## src/capdu_pkg.sv

```systemverilog
package capdu_pkg;

   localparam int unsigned APDU_CAPACITY_DEFAULT = 1024;
   localparam int unsigned HEADER_MIN_LEN = 23;
   localparam int unsigned TITLE_MAX = 8;

   localparam logic [7:0] LEN_SHORT_MAX = 8'h80;
   localparam logic [7:0] LEN_LONG_1 = 8'h81;
   localparam logic [7:0] LEN_LONG_2 = 8'h82;

   localparam logic [1:0] KIND_PAYLOAD = 2'd0;
   localparam logic [1:0] KIND_HEADER = 2'd1;
   localparam logic [1:0] KIND_BATCH_END = 2'd2;

   typedef struct packed {
      logic [7:0] data_byte;
      logic       packet_start;
      logic       header_packet;
      logic [7:0] packet_length;
      logic       batch_start;
      logic       batch_end;
   } req_type;

   typedef struct packed {
      logic [1:0]  result_kind;
      logic [7:0]  payload_byte;
      logic [9:0]  payload_index;
      logic [7:0]  cipher_tag;
      logic [3:0]  title_length;
      logic [63:0] title_bytes;
      logic [15:0] announced_length;
      logic [7:0]  security_control;
      logic [31:0] invocation_count;
      logic [10:0] final_length;
      logic        last_result;
   } rsp_type;

endpackage

```

## src/ciphered_apdu_header_parser_unit.sv

```systemverilog
// Ciphered APDU header parser.
// Request channel (req_valid / req_stall / req_data) carries one bus packet byte per
// transaction, with packet and batch framing flags. A header packet longer than 23 bytes
// yields one header transaction (cipher service, system title, announced length,
// security byte, frame counter); the body bytes that follow, and those of continuation
// packets that fit, come out as payload transactions with their buffer index. The last
// byte of a batch adds a batch-end transaction with the collected length.
// Each request causes zero, one or two response transactions; last_result marks the
// last one of a request.
// The responses of a request are written into the output buffer when it is accepted and
// appear on rsp_data from its head; a second one follows once the first is taken.
// Throughput: one request per cycle while req_stall is low. Results queue in a four-entry
// output buffer, and req_stall rises while fewer than two entries are free, so a run of
// requests that each cause two results drains at one result per cycle while rsp_stall is
// low. When the receiver holds rsp_stall the buffer fills and backpressure reaches the
// request side after at most three more requests that each cause a result.
// Reset (synchronous, active high) empties the buffer and returns the parser to idle
// with all header fields and the running length cleared.
module ciphered_apdu_header_parser_unit #(
   parameter int unsigned APDU_CAPACITY = capdu_pkg::APDU_CAPACITY_DEFAULT
) (
   input  logic               clock,
   input  logic               reset,
   input  logic               req_valid,
   output logic               req_stall,
   input  capdu_pkg::req_type req_data,
   output logic               rsp_valid,
   input  logic               rsp_stall,
   output capdu_pkg::rsp_type rsp_data
);
   import capdu_pkg::*;

   localparam int unsigned RUN_W = $clog2(APDU_CAPACITY + 1);
   localparam int unsigned CMP_W = 17;
   localparam int unsigned DEPTH = 4;
   localparam int unsigned PTR_W = $clog2(DEPTH);
   localparam int unsigned CNT_W = $clog2(DEPTH + 1);

   typedef enum logic [3:0] {
      PH_IDLE,
      PH_CIPHER,
      PH_TLEN,
      PH_TITLE,
      PH_LEN,
      PH_L82HI,
      PH_L82LO,
      PH_L81,
      PH_SEC,
      PH_FC,
      PH_BODY
   } phase_type;

   phase_type        phase_ff, phase_in;
   logic [3:0]       field_count_ff, field_count_in;
   logic [7:0]       remaining_ff, remaining_in;
   logic             copy_ff, copy_in;
   logic [7:0]       cipher_ff, cipher_in;
   logic [3:0]       title_len_ff, title_len_in;
   logic [63:0]      title_ff, title_in;
   logic [15:0]      announced_ff, announced_in;
   logic [7:0]       security_ff, security_in;
   logic [31:0]      counter_ff, counter_in;
   logic [RUN_W-1:0] running_ff, running_in;

   rsp_type          fifo_ff [DEPTH];
   logic [PTR_W-1:0] head_ff, head_in;
   logic [PTR_W-1:0] tail_ff, tail_in;
   logic [CNT_W-1:0] count_ff, count_in;

   logic             req_accept;
   logic             rsp_accept;
   logic             byte_res_valid;
   rsp_type          byte_res;
   rsp_type          end_res;
   logic [CMP_W-1:0] run_ext;
   logic [CMP_W-1:0] cap_ext;
   logic [7:0]       b;

   assign req_accept = req_valid && !req_stall;
   assign rsp_accept = rsp_valid && !rsp_stall;
   assign req_stall  = count_ff > CNT_W'(DEPTH - 2);
   assign rsp_valid  = count_ff != '0;
   assign rsp_data   = fifo_ff[head_ff];
   assign cap_ext    = CMP_W'(APDU_CAPACITY);
   assign b          = req_data.data_byte;

   always_comb begin
      phase_in       = phase_ff;
      field_count_in = field_count_ff;
      remaining_in   = remaining_ff;
      copy_in        = copy_ff;
      cipher_in      = cipher_ff;
      title_len_in   = title_len_ff;
      title_in       = title_ff;
      announced_in   = announced_ff;
      security_in    = security_ff;
      counter_in     = counter_ff;
      running_in     = running_ff;
      byte_res_valid = 1'b0;
      byte_res       = '0;
      end_res        = '0;
      run_ext        = '0;

      if (req_accept) begin
         if (req_data.batch_start) begin
            running_in = '0;
         end

         if (req_data.packet_start) begin
            remaining_in   = req_data.packet_length;
            field_count_in = '0;
            if (req_data.header_packet) begin
               if (req_data.packet_length > 8'(HEADER_MIN_LEN)) begin
                  phase_in = PH_CIPHER;
                  copy_in  = CMP_W'(req_data.packet_length) <= cap_ext;
               end else begin
                  phase_in = PH_IDLE;
                  copy_in  = 1'b0;
               end
            end else begin
               copy_in  = (CMP_W'(running_in) + CMP_W'(req_data.packet_length) <= cap_ext)
                          && (CMP_W'(running_in) < CMP_W'(announced_ff));
               phase_in = PH_BODY;
            end
         end

         if (remaining_in != '0) begin
            remaining_in = remaining_in - 8'd1;
            unique case (phase_in)
               PH_CIPHER: begin
                  cipher_in = b;
                  phase_in  = PH_TLEN;
               end
               PH_TLEN: begin
                  title_len_in   = (b > 8'(TITLE_MAX)) ? 4'(TITLE_MAX) : b[3:0];
                  title_in       = '0;
                  field_count_in = '0;
                  phase_in       = (title_len_in != '0) ? PH_TITLE : PH_LEN;
               end
               PH_TITLE: begin
                  // first title byte lands in the top byte
                  title_in[{~field_count_in[2:0], 3'b000} +: 8] =
                     title_in[{~field_count_in[2:0], 3'b000} +: 8] | b;
                  field_count_in = field_count_in + 4'd1;
                  if (field_count_in >= title_len_in) begin
                     phase_in = PH_LEN;
                  end
               end
               PH_LEN: begin
                  if (b <= LEN_SHORT_MAX) begin
                     announced_in = 16'(b);
                     phase_in     = PH_SEC;
                  end else if (b == LEN_LONG_2) begin
                     phase_in = PH_L82HI;
                  end else if (b == LEN_LONG_1) begin
                     phase_in = PH_L81;
                  end else begin
                     // unknown length form: take the byte as security control
                     security_in    = b;
                     field_count_in = '0;
                     counter_in     = '0;
                     phase_in       = PH_FC;
                  end
               end
               PH_L82HI: begin
                  announced_in = {b, 8'h00};
                  phase_in     = PH_L82LO;
               end
               PH_L82LO: begin
                  announced_in = announced_in | 16'(b);
                  phase_in     = PH_SEC;
               end
               PH_L81: begin
                  announced_in = 16'(b);
                  phase_in     = PH_SEC;
               end
               PH_SEC: begin
                  security_in    = b;
                  field_count_in = '0;
                  counter_in     = '0;
                  phase_in       = PH_FC;
               end
               PH_FC: begin
                  counter_in     = {counter_in[23:0], b};
                  field_count_in = field_count_in + 4'd1;
                  if (field_count_in >= 4'd4) begin
                     if (copy_in) begin
                        running_in = '0;
                     end
                     phase_in                  = PH_BODY;
                     byte_res_valid            = 1'b1;
                     byte_res.result_kind      = KIND_HEADER;
                     byte_res.cipher_tag       = cipher_in;
                     byte_res.title_length     = title_len_in;
                     byte_res.title_bytes      = title_in;
                     byte_res.announced_length = announced_in;
                     byte_res.security_control = security_in;
                     byte_res.invocation_count = counter_in;
                  end
               end
               PH_BODY: begin
                  if (copy_in && (CMP_W'(running_in) < cap_ext)) begin
                     run_ext                = CMP_W'(running_in);
                     byte_res_valid         = 1'b1;
                     byte_res.result_kind   = KIND_PAYLOAD;
                     byte_res.payload_byte  = b;
                     byte_res.payload_index = run_ext[9:0];
                     running_in             = running_in + RUN_W'(1);
                  end
               end
               default: begin
               end
            endcase
         end

         byte_res.last_result = !req_data.batch_end;

         if (req_data.batch_end) begin
            run_ext              = CMP_W'(running_in);
            end_res.result_kind  = KIND_BATCH_END;
            end_res.final_length = run_ext[10:0];
            end_res.last_result  = 1'b1;
            announced_in         = run_ext[15:0];
            phase_in             = PH_IDLE;
            remaining_in         = '0;
            copy_in              = 1'b0;
         end
      end
   end

   always_comb begin
      head_in  = head_ff;
      tail_in  = tail_ff;
      count_in = count_ff;
      if (rsp_accept) begin
         head_in  = head_ff + PTR_W'(1);
         count_in = count_in - CNT_W'(1);
      end
      if (req_accept) begin
         tail_in  = tail_ff + PTR_W'(byte_res_valid) + PTR_W'(req_data.batch_end);
         count_in = count_in + CNT_W'(byte_res_valid) + CNT_W'(req_data.batch_end);
      end
   end

   always_ff @(posedge clock) begin
      if (reset) begin
         phase_ff       <= PH_IDLE;
         field_count_ff <= '0;
         remaining_ff   <= '0;
         copy_ff        <= 1'b0;
         cipher_ff      <= '0;
         title_len_ff   <= '0;
         title_ff       <= '0;
         announced_ff   <= '0;
         security_ff    <= '0;
         counter_ff     <= '0;
         running_ff     <= '0;
         head_ff        <= '0;
         tail_ff        <= '0;
         count_ff       <= '0;
      end else begin
         phase_ff       <= phase_in;
         field_count_ff <= field_count_in;
         remaining_ff   <= remaining_in;
         copy_ff        <= copy_in;
         cipher_ff      <= cipher_in;
         title_len_ff   <= title_len_in;
         title_ff       <= title_in;
         announced_ff   <= announced_in;
         security_ff    <= security_in;
         counter_ff     <= counter_in;
         running_ff     <= running_in;
         head_ff        <= head_in;
         tail_ff        <= tail_in;
         count_ff       <= count_in;
      end
   end

   // buffer entries carry no reset
   always_ff @(posedge clock) begin
      if (req_accept) begin
         if (byte_res_valid) begin
            fifo_ff[tail_ff] <= byte_res;
         end
         if (req_data.batch_end) begin
            fifo_ff[tail_ff + PTR_W'(byte_res_valid)] <= end_res;
         end
      end
   end

   assert property (@(posedge clock) disable iff (reset)
      count_ff <= CNT_W'(DEPTH))
      else $error("output buffer count out of range");

   assert property (@(posedge clock) disable iff (reset)
      (count_ff == '0) |-> (head_ff == tail_ff))
      else $error("empty buffer with misaligned pointers");

   assert property (@(posedge clock) disable iff (reset)
      (rsp_valid && rsp_data.result_kind == KIND_BATCH_END) |-> rsp_data.last_result)
      else $error("batch end result not marked last");

   assert property (@(posedge clock) disable iff (reset)
      (title_len_ff <= 4'(TITLE_MAX)) && (field_count_ff <= 4'(TITLE_MAX)))
      else $error("title length or field count out of range");

   assert property (@(posedge clock) disable iff (reset)
      (running_ff <= RUN_W'(APDU_CAPACITY)))
      else $error("running length beyond capacity");

endmodule
```

## config.mk

```make
export PLATFORM = sky130hd
export DESIGN_NAME = ciphered_apdu_header_parser_unit
export DESIGN_NICKNAME = d
export VERILOG_FILES = /design/src/capdu_pkg.sv /design/src/ciphered_apdu_header_parser_unit.sv
export SDC_FILE = /design/constraint.sdc
export NUM_CORES = 2
export LEC_CHECK = 0
export BUFFER_PORTS_ARGS = -buffer_cell sky130_fd_sc_hd__buf_2
export CORE_MARGIN = 2
export CORE_UTILIZATION = 25
export DETAILED_ROUTE_END_ITERATION = 8
export GPL_ROUTABILITY_DRIVEN = 1
export PLACE_DENSITY = 0.49
export SLEW_MARGIN = 25
export SYNTH_ARGS = -nofsm -noshare
export SYNTH_HDL_FRONTEND = slang
export SYNTH_SLANG_ARGS = --single-unit
```

## constraint.sdc

```tcl
create_clock -name clock -period 7.9 [get_ports clock]
set_input_delay 1.185 -clock clock [delete_from_list [all_inputs] [get_ports clock]]
set_output_delay 1.185 -clock clock [all_outputs]
set_load 0.02 [all_outputs]
```

## After elaboration in Yosys (flattened, before gate mapping)

Memories as Yosys holds them, arrays and structs flattened. A register that Yosys moved wholly into a read port is not among the register bits.
Cells that the tools add are included.

| storage, ports and cells | value |
|---|---|
| bits in registers | 159 |
| memory bits (writable) | 656 |
| memories | 1 |

Memory list:

| memory | words | bits a word | rd ports | clocked after memory_dff | wr ports | line | text |
|---|---|---|---|---|---|---|---|
| fifo_ff | 4 | 164 | 1 | 1 | 2 | ciphered_apdu_header_parser_unit.sv:65 | `rsp_type fifo_ff [DEPTH];` |

| operators by class | value |
|---|---|
| add/sub/neg operators | 11 |
| order comparisons | 10 |
| equality and inequality tests | 16 |
| shift operators | 3 |
| muxes and demuxes | 79 |
| bitwise gates (word level) | 3 |
| reduce and logical (&&, ||, !) cells | 24 |

Operators with widths:

| cell | count |
|---|---|
| $mux 152 | 2 |
| $mux 132 | 2 |
| $pmux 64 s2 | 1 |
| $mux 24 | 3 |
| $pmux 24 s3 | 1 |
| $mux 4 | 17 |
| $mux 11 | 6 |
| $bwmux 64 | 1 |
| $pmux 16 s4 | 1 |
| $shift 8x8->64 const A | 1 |
| $shiftx 64x7->8 | 1 |
| $shiftx 8x8->64 | 1 |
| $mux 8 | 7 |
| $mux 16 | 3 |
| $mux 18 | 2 |
| $pmux 4 s8 | 1 |
| $mux 12 | 2 |
| $pmux 11 s2 | 1 |
| $mux 1 | 18 |
| $eq 4x3->1 const B | 4 |
| $eq 8x8->1 const B | 2 |
| $lt 11x16->1 | 1 |
| $or 16x8->16 | 1 |
| $pmux 8 s2 | 1 |
| other kinds (41) | 66 |

## Longest topological paths before layout

| logic depth | value |
|---|---|
| word-level depth | 18 |
| mapped depth | 24 |
| mapped depth without buffers | 18 |

## Worst setup path after synthesis

OpenSTA, ideal clock, no wires.

| timing | value |
|---|---|
| path type | input -> register |
| start | input port req_data[1] (netlist name) |
| end | memory fifo_ff[2][0] (netlist name) (enable) |
| library setup time | 342 ps |
| arrival time | 5,887 ps |
| required time | 7,558 ps |
| setup slack | 1,671 ps |
| cell stages on the path | 22 |
| path buffers | 8 |
| path through | buf_4 > clkbuf_1 > nor2b_1 > clkbuf_1 > ha_1 > clkbuf_1 > a41oi_1 > o31ai_1 > a2bb2oi_1 > mux2i_1 > a2111o_1 > a211oi_4 > a21oi_4 > buf_2 > buf_2 > inv_1 > ha_1 > xor2_1 > nand2_1 > clkbuf_1 > clkbuf_1 > nand2_1 |

RTL lines:

| element | line | text |
|---|---|---|
| start, declared | ciphered_apdu_header_parser_unit.sv:26 | `input capdu_pkg::req_type req_data,` |
| end, declared | ciphered_apdu_header_parser_unit.sv:65 |  |

==> results.yml <==
run_status:
  status: "finished clean"
synthesis:
  synth_fa_ha_area_frac: 0.00994
  ys_async_sr_fraction: 0
  syn_avg_cell_area_um2: 8.83
  syn_nets: 4272
  synth_top_family_by_area: "simple AND/OR/NAND/NOR gates"
  ys_warn_count: 0
  synth_compound_area_frac: 0.168
  synthMuxAreaShare: 0.111
  synth.distinct_cells: 69
  syn_inst: 4219
  yosysTopAreaCellShare: 0.411
  yosysMostFrequentCell: "dfxtp_1"
  synth_area_leaders: "dfxtp_1 (41%), mux4_2 (10%), o21ai_0 (8.0%)"
  synth_edf_count: 52
  yosys-top-cells-count: "dfxtp_1 (765), o21ai_0 (599), nand2_1 (553)"
  yosys.area_share.simple: 0.200
  synth-xor-area-share: 0.00541
  synth_area_leader_cell: "dfxtp_1"
  synthFlopType: "dfxtp_1"
  synth_area_um2: 37300
  ys_ff_latch: 817
  ys_seq_area_frac: 0.453
timing:
  max_freq_ghz: 0.161
  max_slew_margin: 0.248
  holdWs_ps: 445
  setup_tns_ps: 0
  final_max_slew_viol_count: 0
  period_share: 0.785
  fin_ws_ps: 1700
  hold_viol_final: 0
  rsz0062_at_grt: "false"
  skew_ps: 48.7
  min_period_ps: 6200
  tightest_slew_ps: 1120
  setup_viol: 0
setup_path:
  start_kind: "input port"
  cp_data_arrival_time_ps: 6820
  crit_path_cell_trace: "buf_2 -> nor2_1 -> xor2_1 -> ha_1 -> a21o_1 -> a32oi_1 -> nand4_1 -> mux2i_1 -> a2111oi_0 -> nor3_1 -> a211oi_4 -> a21oi_4 -> inv_1 -> ha_1 -> xor2_1 -> nand2_4 -> buf_4 -> nand4_1 -> o21ai_0"
  end_kind: "flip-flop"
  criticalPathCategory: "input port to flip-flop"
  slowest_stage: "buf_4"
  path_buf_inv: 3
  slowest_delay_ps: 720
  cpLargestDelayFamily: "simple AND/OR/NAND/NOR gates"
  crit_fanout: 74
  cp_data_required_time_ps: 8520
cts:
  clk_path_buf_depth: 3
  clock_latency_ps: 720
  numCtsBuffers: 93
  cts.repair.resized: 0
  clkTransAtPathRegs_ps: 60
  clockRootBuffer: "clkbuf_16"
  cts_sinks: 817
  cts_tree: "built"
  h-tree-depth: 3
  hold_buffers: 0
  postCtsSetupBuffers: 0
detailed_routing:
  wl_per_cell_um: 23.2
  vias_per_cell: 5.42
  via_count: 33200
  drc: 0
  wl_um: 142000
  drt_iter0_markers: 3007
  antenna_left: 0
  first_pass_iters: 5
finish:
  drive_gt1_frac: 0.144
  stdcell_count: 6119
  fillCellCount: 15600
  finalCoreUtilization: 0.290
  syn_to_final_growth_pct: 15.1
  layout.nets: 4162
  stdcell_area_um2: 42900
power:
  powerDensity_nw_per_um2: 250
  power_mw: 10.7
  leakagePower_nw: 14.2
  peakVddDrop_v: 0.000247
placement:
  dp_hpwl_um: 82100
  gp_congestion: 0.882
  dp_slack_ps: 1030
  port_buffers: 189
  dpl-instance-area_um2: 39700
  place_inst: 5944
grt:
  grt_usage: 0.181
  grt_max_degree: 205
  grt_pass1_vias: 32100
  grt-ovfl-total: 0
  grt_first_pass_wirelength_um: 213000
  antenna_found_initial: 15
floorplan:
  core_um2: 148000
  ios: 190
  start_util: 0.252
  die-area_um2: 152000
  die_h_um: 390
  die_w_um: 390
  core.rowCount: 141
worst_hold_path:
  hold_class: "flip-flop to flip-flop"
run:
  cap_violations: 0
## tightest hold or removal path: cells and delay by family, from the launching register on
kind             cells  cell delay (ps)
flip-flops           1              310
AND/OR/NAND/NOR      1               50
AO/OA/AOI/OAI        1               50
## cells by family (layout without fill, tap and decap cells)
kind of cell,after synthesis,in the layout
AOI/OAI and AO/OA,1124,1124
xor gates and xnor gates,23,23
adders and majority gates,29,29
buffers and inverters,495,462
DFF,817,817
muxes,199,199
other,0,3
and+or+nand+nor,1532,1532
## layout by cell type (no fill, tap or decap), types with 41 or more instances in the layout
cell type,netlist,final
a21oi_1,246,246
a22oi_1,82,82
buf_2,53,188
buf_4,2,41
clkbuf_16,0,94
dfxtp_1,765,763
edfxtp_1,52,52
mux4_2,172,172
nand2_1,553,550
nand3_1,202,201
nand4_1,450,450
nor2_1,219,213
o21ai_0,599,598
o21ai_1,60,61
## worst paths after layout
| kind | startpoint | endpoint | slack [ps] | cells after the start |
|---|---|---|---|---|
| setup / recovery | req_data[1] | fifo_ff[2][38] | 1700 | 19 |
| hold / removal | fifo_ff[0][48] | fifo_ff[0][48] | 440 | 2 |
| setup reg to reg | running_ff[1] | fifo_ff[2][38] | 1920 | 19 |
| hold reg to reg | fifo_ff[0][48] | fifo_ff[0][48] | 440 | 2 |
## flip-flops by register name (all words and copies together) (netlist names), named ones only
name	count
announced_ff	16
counter_ff	24
phase_ff	4
title_len_ff	4
title_ff	64
tail_ff	2
security_ff	8
copy_ff	1
running_ff	11
remaining_ff	8
fifo_ff	656
field_count_ff	4
cipher_ff	8
count_ff	3
head_ff	2
## power breakdown
part	internal (mW)	total, mW	switching (mW)
clock	2.66	4.55	1.89
sequential	4.26	4.42	0.162
combinational	0.513	1.76	1.24
total	7.43	10.7	3.30
## metal layers
| layer | vias up | part of all wire | wire, um | GRT usage |
|---|---|---|---|---|
| met4 | 10 | 0.030 | 4220 | 0.0625 |
| met3 | 228 | 0.061 | 8670 | 0.0276 |
| met5 | - | 0.00040 | 57 | 0 |
| met2 | 1150 | 0.47 | 67200 | 0.298 |
| li1 | 15400 | - | - | - |
| met1 | 16400 | 0.44 | 61700 | 0.240 |
## cell type report
cell class                      instances  area [um^2]  area share
Clock inverter                         42          561      0.0131
Antenna cell                            3         7.51    0.000175
Multi-Input combinational cell       2907        18500       0.432
Tap cell                             1930         2410      0.0563
Inverter                               39          151     0.00353
Clock buffer                          130         2650      0.0617
Timing Repair Buffer                  251         1690      0.0394
Sequential cell                       817        16900       0.394
Power figures use the tool's default switching activity.
